--- src/rtl/rri_pkg.sv ---
package rri_pkg;

  localparam logic [2:0] OP_BEGIN    = 3'd0;
  localparam logic [2:0] OP_MATCH    = 3'd1;
  localparam logic [2:0] OP_PROCESS  = 3'd2;
  localparam logic [2:0] OP_READY    = 3'd3;
  localparam logic [2:0] OP_COMPLETE = 3'd4;

  localparam logic [1:0] ST_OK         = 2'd0;
  localparam logic [1:0] ST_NOT_LEADER = 2'd1;
  localparam logic [1:0] ST_REJECT     = 2'd2;

  localparam logic [2:0] REG_ENABLE   = 3'd0;
  localparam logic [2:0] REG_TIMEOUT  = 3'd1;
  localparam logic [2:0] REG_LAG      = 3'd2;
  localparam logic [2:0] REG_JOINT    = 3'd3;
  localparam logic [2:0] REG_OLD_MASK = 3'd4;
  localparam logic [2:0] REG_NEW_MASK = 3'd5;
  localparam logic [2:0] REG_OLD_SIZE = 3'd6;
  localparam logic [2:0] REG_NEW_SIZE = 3'd7;

  localparam logic [15:0] TIMEOUT_RST  = 16'd1000;
  localparam logic [7:0]  LAG_RST      = 8'd5;
  localparam logic [3:0]  OLD_SIZE_RST = 4'd1;

  typedef struct packed {
    logic load;
    logic disp;
    logic slot;
    logic qdec;
    logic rd;
    logic fev;
    logic cev;
    logic cfin;
    logic emit;
  } cmd_t;

  typedef struct packed {
    logic [2:0] op;
    logic       leader;
    logic       held_zero;
    logic       slot_last;
    logic       hit;
    logic       scan_last;
    logic       cpl_tail;
    logic       cmore;
    logic       out_free;
  } stat_t;

endpackage

--- src/rtl/rri_ctrl.sv ---
module rri_ctrl (
  input  logic           clk,
  input  logic           rst_n,
  input  logic           in_valid,
  output logic           in_ready,
  input  rri_pkg::stat_t stat,
  output rri_pkg::cmd_t  cmd
);

  typedef enum logic [9:0] {
    S_IDLE = 10'b0000000001,
    S_DISP = 10'b0000000010,
    S_SLOT = 10'b0000000100,
    S_QDEC = 10'b0000001000,
    S_FRD  = 10'b0000010000,
    S_FEV  = 10'b0000100000,
    S_CRD  = 10'b0001000000,
    S_CEV  = 10'b0010000000,
    S_CFIN = 10'b0100000000,
    S_DONE = 10'b1000000000
  } state_t;

  state_t state_r, state_nxt;

  always_ff @(posedge clk) begin
    if (!rst_n) begin
      state_r <= S_IDLE;
    end else begin
      state_r <= state_nxt;
    end
  end

  always_comb begin
    state_nxt = state_r;
    cmd       = '0;
    in_ready  = 1'b0;
    case (state_r)
      S_IDLE: begin
        in_ready = 1'b1;
        if (in_valid) begin
          cmd.load  = 1'b1;
          state_nxt = S_DISP;
        end
      end
      S_DISP: begin
        cmd.disp  = 1'b1;
        state_nxt = S_DONE;
        case (stat.op)
          rri_pkg::OP_PROCESS: begin
            if (stat.leader && !stat.held_zero) state_nxt = S_SLOT;
          end
          rri_pkg::OP_READY: begin
            if (stat.leader && !stat.held_zero) state_nxt = S_FRD;
          end
          rri_pkg::OP_COMPLETE: begin
            if (!stat.held_zero) state_nxt = S_FRD;
          end
          default: ;
        endcase
      end
      S_SLOT: begin
        cmd.slot = 1'b1;
        if (stat.slot_last) state_nxt = S_QDEC;
      end
      S_QDEC: begin
        cmd.qdec  = 1'b1;
        state_nxt = S_CRD;
      end
      S_FRD: begin
        cmd.rd    = 1'b1;
        state_nxt = S_FEV;
      end
      S_FEV: begin
        cmd.fev = 1'b1;
        if (stat.hit) begin
          if (stat.op == rri_pkg::OP_READY) state_nxt = S_DONE;
          else if (stat.cpl_tail) state_nxt = S_CFIN;
          else state_nxt = S_CRD;
        end else if (stat.scan_last) begin
          state_nxt = S_DONE;
        end else begin
          state_nxt = S_FRD;
        end
      end
      S_CRD: begin
        cmd.rd    = 1'b1;
        state_nxt = S_CEV;
      end
      S_CEV: begin
        cmd.cev   = 1'b1;
        state_nxt = stat.cmore ? S_CRD : S_CFIN;
      end
      S_CFIN: begin
        cmd.cfin  = 1'b1;
        state_nxt = S_DONE;
      end
      S_DONE: begin
        if (stat.out_free) begin
          cmd.emit  = 1'b1;
          state_nxt = S_IDLE;
        end
      end
      default: state_nxt = S_IDLE;
    endcase
  end

endmodule

--- config.mk ---
export PLATFORM = sky130hd
export DESIGN_NAME = rri_ctrl
export DESIGN_NICKNAME = d
export VERILOG_FILES = /design/src/rtl/rri_pkg.sv /design/src/rtl/rri_ctrl.sv
export SDC_FILE = /design/constraint.sdc
export NUM_CORES = 1
export LEC_CHECK = 0
export BUFFER_PORTS_ARGS = -buffer_cell sky130_fd_sc_hd__buf_2
export CELL_PAD_IN_SITES_DETAIL_PLACEMENT = 1
export CELL_PAD_IN_SITES_GLOBAL_PLACEMENT = 1
export CORE_MARGIN = 2
export CORE_UTILIZATION = 32
export CTS_BUF_LIST = sky130_fd_sc_hd__clkbuf_2 sky130_fd_sc_hd__clkbuf_4 sky130_fd_sc_hd__clkbuf_8
export DETAILED_ROUTE_END_ITERATION = 6
export MAX_ROUTING_LAYER = met4
export PLACE_DENSITY = 0.74
export SLEW_MARGIN = 20
export SYNTH_ARGS = -nofsm -noshare
export SYNTH_HDL_FRONTEND = slang
export SYNTH_SLANG_ARGS = --single-unit
--- constraint.sdc ---
create_clock -name clk -period 1.8 [get_ports clk]
set_clock_uncertainty 0.1 [all_clocks]
set_input_delay 0.09 -clock clk [delete_from_list [all_inputs] [get_ports clk]]
set_output_delay 0.09 -clock clk [all_outputs]
set_load 0.02 [all_outputs]
[Yosys cells after proc, flatten, opt, wreduce, memory -nomap -nowiden]
Cells that the tools add are included.
Word-level totals
  flip-flop bits (word level): 10
  output and inout port bits: 10
Operators by class
  equal/unequal tests: 16
  multiplexer cells: 25
  reductions and logical operators: 4
Operator list (count)
  one-hot mux 10 bit (10 select lines): 1
  two-way mux 10 bit: 9
  one-hot mux 10 bit (3 select lines): 1
  two-way mux 9 bit: 2
  two-way mux 1 bit: 12
  equality test 10 x 1 -> 1 bit, second input constant: 1
  equality test 10 bit, second input constant: 1
  equality test 10 x 2 -> 1 bit, second input constant: 1
  equality test 10 x 3 -> 1 bit, second input constant: 1
  equality test 10 x 4 -> 1 bit, second input constant: 1
  equality test 10 x 5 -> 1 bit, second input constant: 1
  equality test 10 x 6 -> 1 bit, second input constant: 1
  equality test 10 x 7 -> 1 bit, second input constant: 1
  equality test 10 x 8 -> 1 bit, second input constant: 1
  equality test 10 x 9 -> 1 bit, second input constant: 1
  equality test 3 x 2 -> 1 bit, second input constant: 2
  inequality test 2 bit, second input constant: 3
  equality test 3 bit, second input constant: 1
  AND reduction 3 bit: 1
  OR reduction 2 bit: 1
  logical AND 1 bit: 1
  logical NOT 1 bit: 1

[Depth between registers and ports, before layout]
Gate-level depths: netlist of the first run.
  depth in word-level cells: 5
  gate-level depth with buffers: 5
  gate-level depth less buffers: 4

[Least setup slack after synthesis of the first run]
No wires, ideal clock.
  kind: register to register
  from: reg state_r[9]
  to: reg state_r[6]
  data arrival time: 2024 ps
  data required time: 1640 ps
  path slack: -384 ps
  cell stages (with the launch flop): 5
  path buffers: 0
  clock period less this slack: 2184 ps
  cell sequence: dfxtp_1 > nor3_1 > nand3b_1 > nor4_1 > o31a_2
Between the ends
  cells in the longest elaborated chain, start to end: 3
  elaborated cells on any way between the ends: 15
  those cells by class: 13 x eq/ne; 1 x mux; 1 x reduce/logical
Ends and longest elaborated chain
  from (decl): line rri_ctrl.sv:23  | state_t state_r, state_nxt;
  from (signal assigned): line rri_ctrl.sv:29  | state_r <= state_nxt;
  equality test 10 x 3 -> 1 bit (tied with other cells): line rri_ctrl.sv:37  | case (state_r)
  inequality test 2 bit (no line)
  AND reduction 3 bit (no line)
Parallel ways exist; a longest one is shown, timed or not.
A chain may end at the register's enable or synchronous reset.

[Worst setup path after layout of the first run]
  from: reg state_r[1]
  to: reg state_r[0]
Same word-level chain as after synthesis.

==> impl_metrics.env, run 1 <==
export IMPL_cp_common_cell="or4_4"
export IMPL_swShare=0.349
export IMPL_utilization=0.596
export IMPL_ir_drop_v=0.000355
export IMPL_layout_commonest_cell="buf_4"
export IMPL_detail_route_wl_per_cell_um=19.0
export IMPL_syn_area_per_cell_um2=7.94
export IMPL_start_util=0.329
export IMPL_grt_overflow_total=0
export IMPL_clockRootBuffer="clkbuf_4"
export IMPL_final_cell_mix="21 x buf_4, 16 x buf_2, 9 x buf_6"
export IMPL_whs_ps=39.0
export IMPL_syn_area_um2=707
export IMPL_grtUsageTotal=0.234
export IMPL_die_h_um=51
export IMPL_worst_path_max_fanout=3
export IMPL_die_area_mm2=0.00260
export IMPL_diodes=0
export IMPL_clkLatencyLatePin_ps=270
export IMPL_endpoint_kind="register"
export IMPL_synthesis_instances=89
export IMPL_place_congestion=0.737
export IMPL_wl_um=3170
export IMPL_reg_top3="state_r x10"
export IMPL_cp_start_kind="register"
export IMPL_switchingPower_uw=279
export IMPL_grt_max_degree=9
export IMPL_pwr_share_comb=0.443
export IMPL_synth_compound_area_frac=0.204
export IMPL_firstDrtPassIters=6
export IMPL_rrSetupSlack_ps=-200
export IMPL_area_growth_synth_to_final_pct=81.2
export IMPL_p_int_uw=521
export IMPL_clockBufferDepth=2
export IMPL_cts_clk_slew_worst_paths_ps=70
export IMPL_rsz0062_at_grt="true"
export IMPL_fin_nets=154
export IMPL_largest_reg_flops=10
export IMPL_critPathSlowestCell="or4_4"
export IMPL_tightest_slew_ps=311
export IMPL_place_hpwl_um=1780
export IMPL_cts_max_level=1
export IMPL_slew_headroom=0.791
export IMPL_cpPeakStageDelay_ps=530
export IMPL_clkPwrFrac=0.259
export IMPL_regMostFlops="state_r"
export IMPL_p_leak_nw=0.553
export IMPL_hold_viol_final=0
export IMPL_drt_iter0_drc=16
export IMPL_timing_final_ws_setup_ps=-199
export IMPL_worstPathCellList="or4_4 > or4_4 > buf_4 > buf_6 > a21oi_4 > o31ai_2"
export IMPL_top_level_ports=24
export IMPL_placed_area_um2=968
export IMPL_drive_gt1_frac=0.561
export IMPL_ys_seq_elements=10
export IMPL_rows=17
export IMPL_post_route_period_util=1.11
export IMPL_synth_cell_types=34
export IMPL_status="finished with violations"
export IMPL_synth_edf_count=0
export IMPL_p_seq_frac=0.298
export IMPL_dr_total_vias=930
export IMPL_maxSlewViolCount=0
export IMPL_design_core_area_mm2=0.00215
export IMPL_setup_violations=6
export IMPL_maxCapViolCount=0
export IMPL_max_freq_ghz=0.500
export IMPL_grt_antenna_before_repair=0
export IMPL_grt_pass1_wl_um=4340
export IMPL_min_period_ps=2000
export IMPL_hold_path_class="in2reg"
export IMPL_violations="negative setup slack"
export IMPL_ys_warnings_count=0
export IMPL_powerDensity_mw_per_mm2=625
export IMPL_numCtsBuffers=3
export IMPL_synth_fa_ha_area_frac=0
export IMPL_synth_top_family_by_area="simple AND/OR/NAND/NOR gates"
export IMPL_seq_area_frac_synth=0.283
export IMPL_via_per_inst=5.57
export IMPL_dp_cells=152
export IMPL_cts_tree="built"
export IMPL_fp_dieW_um=51
export IMPL_port_buffers=23
export IMPL_synthFlopType="dfxtp_1"
export IMPL_synthSimpleGateAreaFrac=0.437
export IMPL_cts_sinks=10
export IMPL_criticalPathCategory="reg2reg"
export IMPL_synthesis_nets=103
export IMPL_antenna_left=0
export IMPL_drc=0
export IMPL_synthArstFlopShare=0
export IMPL_grt_pass1_vias=940
export IMPL_required_ps=1850
export IMPL_crit_arrival_ps=2050
export IMPL_finish_instance_area_mm2=0.00128
export IMPL_final_cells=167
export IMPL_yosys_area_share_xor_xnor=0.0124
export IMPL_synth_mux_area_frac=0.0159
[power groups by stage]
stage | logic (mW) | clock network (mW) | registers [mW]
final | 0.354 | 0.207 | 0.239
after global routing | 0.373 | 0.230 | 0.240
after CTS | 0.280 | 0.218 | 0.241
after detailed placement | 0.227 | 0 | 0.245
after global placement | 0.220 | 0 | 0.244
after floorplan | 0.116 | 0 | 0.257
[cell usage after synthesis (all sizes together), types with 3 or more instances]
library cell / number / area share
dfxtp: 10 / 0.28
nor2: 10 / 0.053
inv: 6 / 0.032
nor4: 6 / 0.053
nor3: 5 / 0.035
a21oi: 4 / 0.028
nand3b: 4 / 0.042
and2: 3 / 0.027
nand2: 3 / 0.016
nand2b: 3 / 0.027
nand4b: 3 / 0.037
o21ai: 3 / 0.021
or4: 3 / 0.042
[repair_timing]
item	4_1_cts	5_1_grt
setup buffers	6	4
hold buffers	1	0
pin swaps	8	11
endpoints found under the setup margin	8	17
endpoints found under the hold margin	1	0
gates resized for setup	10	36
[path summary, 6_finish.rpt]
check | startpoint | to | cells past startpoint
min reg2reg | state_r[7] | state_r[5] | 1
min | rst_n | state_r[2] | 2
max reg2reg | state_r[1] | state_r[0] | 6
max | state_r[1] | state_r[0] | 6
[layer usage]
layer | vias up | global-route usage | wire length, um
met5 | - | - | 0
met4 | 0 | 0.108 | 63
met3 | 8 | 0.0205 | 110
met2 | 31 | 0.405 | 1640
met1 | 444 | 0.272 | 1360
li1 | 447 | - | -
[stage by stage]
| stage | setup slack [ps] | setup TNS, ps | total power [mW] |
|---|---|---|---|
| final | -199 | -578 | 0.800 |
| after global routing | -241 | -1020 | 0.843 |
| after CTS | -247 | -592 | 0.739 |
| after detailed placement | 30.0 | 0 | 0.472 |
| after global placement | 59.2 | 0 | 0.464 |
| after floorplan | 3.09 | 0 | 0.373 |
[kinds of logic (layout without fill, tap and decap cells)]
family | after synthesis | count (layout)
AO/OA/AOI/OAI | 20 | 20
XOR/XNOR | 1 | 1
buffers and inverters | 7 | 57
flip-flops | 10 | 10
multiplexers | 1 | 1
AND/OR/NAND/NOR | 50 | 50
[cell type report]
class / instances / area, um^2
sequential: 10 / 215
clock buffer: 4 / 36.3
timing repair buffer: 47 / 349
fill: 268 / 867
inverter: 6 / 22.5
tap: 28 / 35.0
multi-input combinational: 72 / 623
[worst max-delay path, delay by kind of cell, from the launching register on]
family / cells / cell delay [ps]
buffers and inverters: 2 / 290
AO/OA/AOI/OAI: 2 / 200
flip-flops: 1 / 320
AND/OR/NAND/NOR: 2 / 990
No activity file was read; power rests on OpenSTA's default activity.
==> run 2, diff against run 1 <==
--- a/config.mk
+++ b/config.mk
@@ -9,11 +9,11 @@
 export CELL_PAD_IN_SITES_DETAIL_PLACEMENT = 1
 export CELL_PAD_IN_SITES_GLOBAL_PLACEMENT = 1
 export CORE_MARGIN = 2
-export CORE_UTILIZATION = 32
+export CORE_UTILIZATION = 39
 export CTS_BUF_LIST = sky130_fd_sc_hd__clkbuf_2 sky130_fd_sc_hd__clkbuf_4 sky130_fd_sc_hd__clkbuf_8
 export DETAILED_ROUTE_END_ITERATION = 6
 export MAX_ROUTING_LAYER = met4
-export PLACE_DENSITY = 0.74
+export PLACE_DENSITY = 0.85
 export SLEW_MARGIN = 20
 export SYNTH_ARGS = -nofsm -noshare
 export SYNTH_HDL_FRONTEND = slang
==> constraint.sdc (replaced) <==
create_clock -name clk -period 2.5 [get_ports clk]
set_clock_uncertainty 0.1 [all_clocks]
set_input_delay 0.125 -clock clk [delete_from_list [all_inputs] [get_ports clk]]
set_output_delay 0.125 -clock clk [all_outputs]
set_load 0.02 [all_outputs]
==> run 2 against run 1 <==
  * The flow now finishes without violations
  * Non-clock buffer count shrank 22
  * Flip-flop and latch count is the same
  * Worst hold slack better by 24 ps
  * Design area decreased by 30%
  * Largest cell class unchanged
==> impl_metrics.env, run 2 (synthesized netlist as in run 1, its figures left out) <==
export IMPL_setup_violations=0
export IMPL_worstHoldStart="rst_n"
export IMPL_grt_overflow_total=0
export IMPL_endpoint_kind="output port"
export IMPL_wl_um=2140
export IMPL_hold_path_class="in2reg"
export IMPL_crit_arrival_ps=1950
export IMPL_p_leak_nw=0.412
export IMPL_fillCellCount=229
export IMPL_criticalPathCategory="reg2out"
export IMPL_design_core_area_mm2=0.00171
export IMPL_maxCapViolCount=0
export IMPL_start_util=0.414
export IMPL_hold_depth=2
export IMPL_grt_pass1_vias=716
export IMPL_rows=15
export IMPL_required_ps=2280
export IMPL_maxSlewViolCount=0
export IMPL_fin_nets=132
export IMPL_grtUsageTotal=0.227
export IMPL_ir_drop_v=0.000255
export IMPL_layout_commonest_cell="buf_2"
export IMPL_area_growth_synth_to_final_pct=26.7
export IMPL_clkLatencyLatePin_ps=280
export IMPL_worst_path_max_fanout=6
export IMPL_place_hpwl_um=1710
export IMPL_r2r_cells=4
export IMPL_grt_max_degree=12
export IMPL_hold_viol_final=0
export IMPL_register_area_um2=200
export IMPL_dp_cells=137
export IMPL_min_period_ps=2180
export IMPL_place_congestion=0.790
export IMPL_total_power_uw=459
export IMPL_powerDensity_mw_per_mm2=512
export IMPL_top_level_ports=24
export IMPL_cp_start_kind="register"
export IMPL_clockBufferDepth=2
export IMPL_grt_pass1_wl_um=3290
export IMPL_diodes=0
export IMPL_dr_total_vias=811
export IMPL_fin_tns_setup_ps=0
export IMPL_status="complete, no violations"
export IMPL_tightest_slew_ps=515
export IMPL_fp_dieW_um=46.6
export IMPL_r2r_start="state_r[0]"
export IMPL_drc=0
export IMPL_final_cells=142
export IMPL_rsz0062_at_grt="false"
export IMPL_reg_top3="state_r x10"
export IMPL_die_area_mm2=0.00217
export IMPL_cts_sinks=10
export IMPL_via_per_inst=5.71
export IMPL_regMostFlops="state_r"
export IMPL_antenna_left=0
export IMPL_post_route_period_util=0.871
export IMPL_final_cell_mix="23 x buf_2, 10 x nor2_1, 10 x dfxtp_1"
export IMPL_detail_route_wl_per_cell_um=15.1
export IMPL_multi_input_area_um2=473
export IMPL_grt_antenna_before_repair=0
export IMPL_die_h_um=46.6
export IMPL_firstDrtPassIters=5
export IMPL_slew_headroom=0.653
export IMPL_clockRootBuffer="clkbuf_4"
export IMPL_numCtsBuffers=3
export IMPL_port_buffers=23
export IMPL_cts_clk_slew_worst_paths_ps=70
export IMPL_cts_max_level=1
export IMPL_rrSetupSlack_ps=560
export IMPL_largest_reg_flops=10
export IMPL_drt_iter0_drc=16
export IMPL_r2r_end="state_r[1]"
export IMPL_holdPathEnd="state_r[9]"
export IMPL_max_freq_ghz=0.459
export IMPL_cts_tree="built"
export IMPL_drive_gt1_frac=0.282
[run 2: layout make-up]
| cell class | count | area share |
|---|---|---|
| tap | 25 | 0.0349 |
| timing repair buffer | 25 | 0.148 |
| inverter | 6 | 0.0251 |
| sequential | 10 | 0.223 |
| clock buffer | 4 | 0.0405 |
| multi-input combinational | 72 | 0.528 |
[run 2: metrics by stage]
stage / setup WS [ps] / hold slack (ps) / area [um^2] / util
2_1_floorplan: 316 / 143 / 707 / -
3_3_place_gp: 637 / 270 / 850 / 0.497
3_5_place_dp: 584 / 279 / 850 / 0.497
4_1_cts: 319 / 54.8 / 896 / 0.525
5_1_grt: 254 / 61.4 / 896 / 0.525
6_report: 322 / 62.6 / 896 / 0.525
[run 2: routing by layer]
layer	track usage	vias to the layer above	share of wire
met5	-	-	0
met4	0.120	0	0.021
met3	0.0235	4	0.037
met2	0.364	25	0.49
met1	0.276	383	0.45
li1	-	399	-
[run 2: report_power, final]
group | internal (mW) | switching [mW] | total, mW | leakage [nW]
Clock | 0.0887 | 0.0626 | 0.151 | 0.0210
Combinational | 0.0529 | 0.0728 | 0.126 | 0.310
Sequential | 0.167 | 0.0144 | 0.182 | 0.0811
[run 2: worst max path at each step]
stage | startpoint | endpoint
after floorplan | state_r[9] | state_r[6]
after global placement | state_r[0] | state_r[1]
after detailed placement | state_r[0] | state_r[1]
after CTS | state_r[0] | cmd[4]
after global routing | state_r[0] | cmd[4]
final | state_r[0] | cmd[4]
[run 2: repair_timing]
item                                   in CTS  in global routing
setup buffers                               0                  0
gates resized for setup                     0                  0
setup endpoints to repair                   0                  0
hold buffers                                1                  0
endpoints found under the hold margin       1                  0
[run 2: worst max-delay path, cell delays in order (launching register included)]
cell,delay [ps]
dfxtp_1,370
or4_4,580
or4_4,460
nor2_1,110
buf_2,160
==> run 3, diff against run 2 <==
--- a/config.mk
+++ b/config.mk
@@ -14,6 +14,7 @@
 export DETAILED_ROUTE_END_ITERATION = 6
 export MAX_ROUTING_LAYER = met4
 export PLACE_DENSITY = 0.85
+export RECOVER_POWER = 100
 export SLEW_MARGIN = 20
 export SYNTH_ARGS = -nofsm -noshare
 export SYNTH_HDL_FRONTEND = slang
==> run 3 against run 2 <==
  * Die area is the same
  * Critical path depth is the same
  * Worst setup slack lost 48 ps
  * Routed wire length shrank 0.33%
  * Fmax shrank 2.1%
  * Flip-flop and latch count is the same
  * Clock power is essentially flat
  * Global-route usage is the same
  * Total power shrank 1.5%
  * Critical endpoint unchanged
  * Highest routed layer unchanged
==> impl_metrics.env, run 3 (synthesized netlist as in run 1, its figures left out) <==
export IMPL_status="complete, no violations"
export IMPL_largest_reg_flops=10
export IMPL_hold_path_class="in2reg"
export IMPL_reg_top3="state_r x10"
export IMPL_r2r_start="state_r[0]"
export IMPL_tightest_slew_ps=526
export IMPL_maxSlewViolCount=0
export IMPL_layout_commonest_cell="buf_2"
export IMPL_firstDrtPassIters=4
export IMPL_wl_um=2140
export IMPL_cts_tree="built"
export IMPL_min_period_ps=2230
export IMPL_utilization=0.516
export IMPL_place_hpwl_um=1710
export IMPL_cts_clk_slew_worst_paths_ps=70
export IMPL_via_per_inst=5.73
export IMPL_critPathSlowestCell="or4_1"
export IMPL_grt_max_degree=12
export IMPL_slew_headroom=0.646
export IMPL_grt_pass1_wl_um=3290
export IMPL_cpPeakStageDelay_ps=620
export IMPL_maxCapViolCount=0
export IMPL_p_leak_nw=0.373
export IMPL_criticalPathCategory="reg2out"
export IMPL_grtUsageTotal=0.227
export IMPL_regMostFlops="state_r"
export IMPL_port_buffers=23
export IMPL_worstHoldStart="rst_n"
export IMPL_worstPathCellList="or4_1 > or4_4 > nor2_1 > buf_2"
export IMPL_fillCellCount=236
export IMPL_clockBufferDepth=2
export IMPL_dr_total_vias=813
export IMPL_rsz0062_at_grt="false"
export IMPL_startpoint="state_r[0]"
export IMPL_die_h_um=46.6
export IMPL_grt_antenna_before_repair=0
export IMPL_drc=0
export IMPL_worst_path_max_fanout=6
export IMPL_max_freq_ghz=0.449
export IMPL_fp_dieW_um=46.6
export IMPL_required_ps=2280
export IMPL_drive_gt1_frac=0.197
export IMPL_antenna_left=0
export IMPL_place_congestion=0.790
export IMPL_drt_iter0_drc=14
export IMPL_diodes=0
export IMPL_hold_viol_final=0
export IMPL_design_core_area_mm2=0.00171
export IMPL_top_level_ports=24
export IMPL_worst_path_buf_inv=1
export IMPL_fin_tns_setup_ps=0
export IMPL_detail_route_wl_per_cell_um=15.0
export IMPL_final_cell_mix="14 x buf_2, 10 x nor2_1, 10 x dfxtp_1"
export IMPL_grt_pass1_vias=716
export IMPL_post_route_period_util=0.890
export IMPL_cts_sinks=10
export IMPL_clkLatencyLatePin_ps=270
export IMPL_start_util=0.414
export IMPL_powerDensity_mw_per_mm2=513
export IMPL_setup_violations=0
export IMPL_cts_max_level=1
export IMPL_crit_family="simple AND/OR/NAND/NOR gates"
export IMPL_numCtsBuffers=3
export IMPL_endpoint_kind="output port"
export IMPL_fin_nets=132
export IMPL_clockRootBuffer="clkbuf_4"
export IMPL_area_growth_synth_to_final_pct=24.6
export IMPL_ir_drop_v=0.000251
export IMPL_crit_arrival_ps=2000
export IMPL_cp_start_kind="register"
export IMPL_rows=15
export IMPL_die_area_mm2=0.00217
export IMPL_grt_overflow_total=0
## run 3: final timing paths
| check | endpoint | slack (ps) | cells after the start |
|---|---|---|---|
| worst max-delay path | cmd[4] | 270 | 4 |
| worst max register to register | state_r[0] | 570 | 4 |
| worst min-delay path | state_r[2] | 60 | 2 |
| worst min register to register | state_r[7] | 440 | 2 |
## run 3: area by class of cell
type                       count  area [um^2]  share of cell area
inverter                       6         22.5              0.0256
multi-input combinational     72          469               0.533
clock buffer                   4         36.3              0.0412
sequential                    10          200               0.227
timing repair buffer          25          121               0.138
tap                           25         31.3              0.0355
## run 3: routing by layer
metal | vias up | global-route usage | share of wire
li1 | 401 | - | -
met1 | 383 | 0.276 | 0.45
met2 | 25 | 0.364 | 0.50
met3 | 4 | 0.0235 | 0.037
met4 | 0 | 0.120 | 0.022
met5 | - | - | 0
## run 3: power breakdown
group / internal, mW / switching, mW
combinational: 0.0467 / 0.0732
clock: 0.0886 / 0.0617
sequential: 0.167 / 0.0141
total: 0.303 / 0.149
## run 3: per-stage QoR
step                total power [mW]  worst slack, ps  instances  instance area, um^2  hold slack [ps]
global route                   0.472              198        142                  881             62.3
floorplan                      0.261              316         89                  707              143
finish                         0.452              274        142                  881             64.5
global placement               0.302              637        137                  850              270
CTS                            0.463              319        142                  896             54.8
detailed placement             0.309              584        137                  850              279
## run 3: what timing repair did
| item | CTS | global route |
|---|---|---|
| buffers inserted | 0 | 0 |
| endpoints found under the hold margin | 1 | 0 |
| hold buffers | 1 | 0 |
| setup endpoints to repair | 0 | 0 |
| gates resized for setup | 0 | 0 |
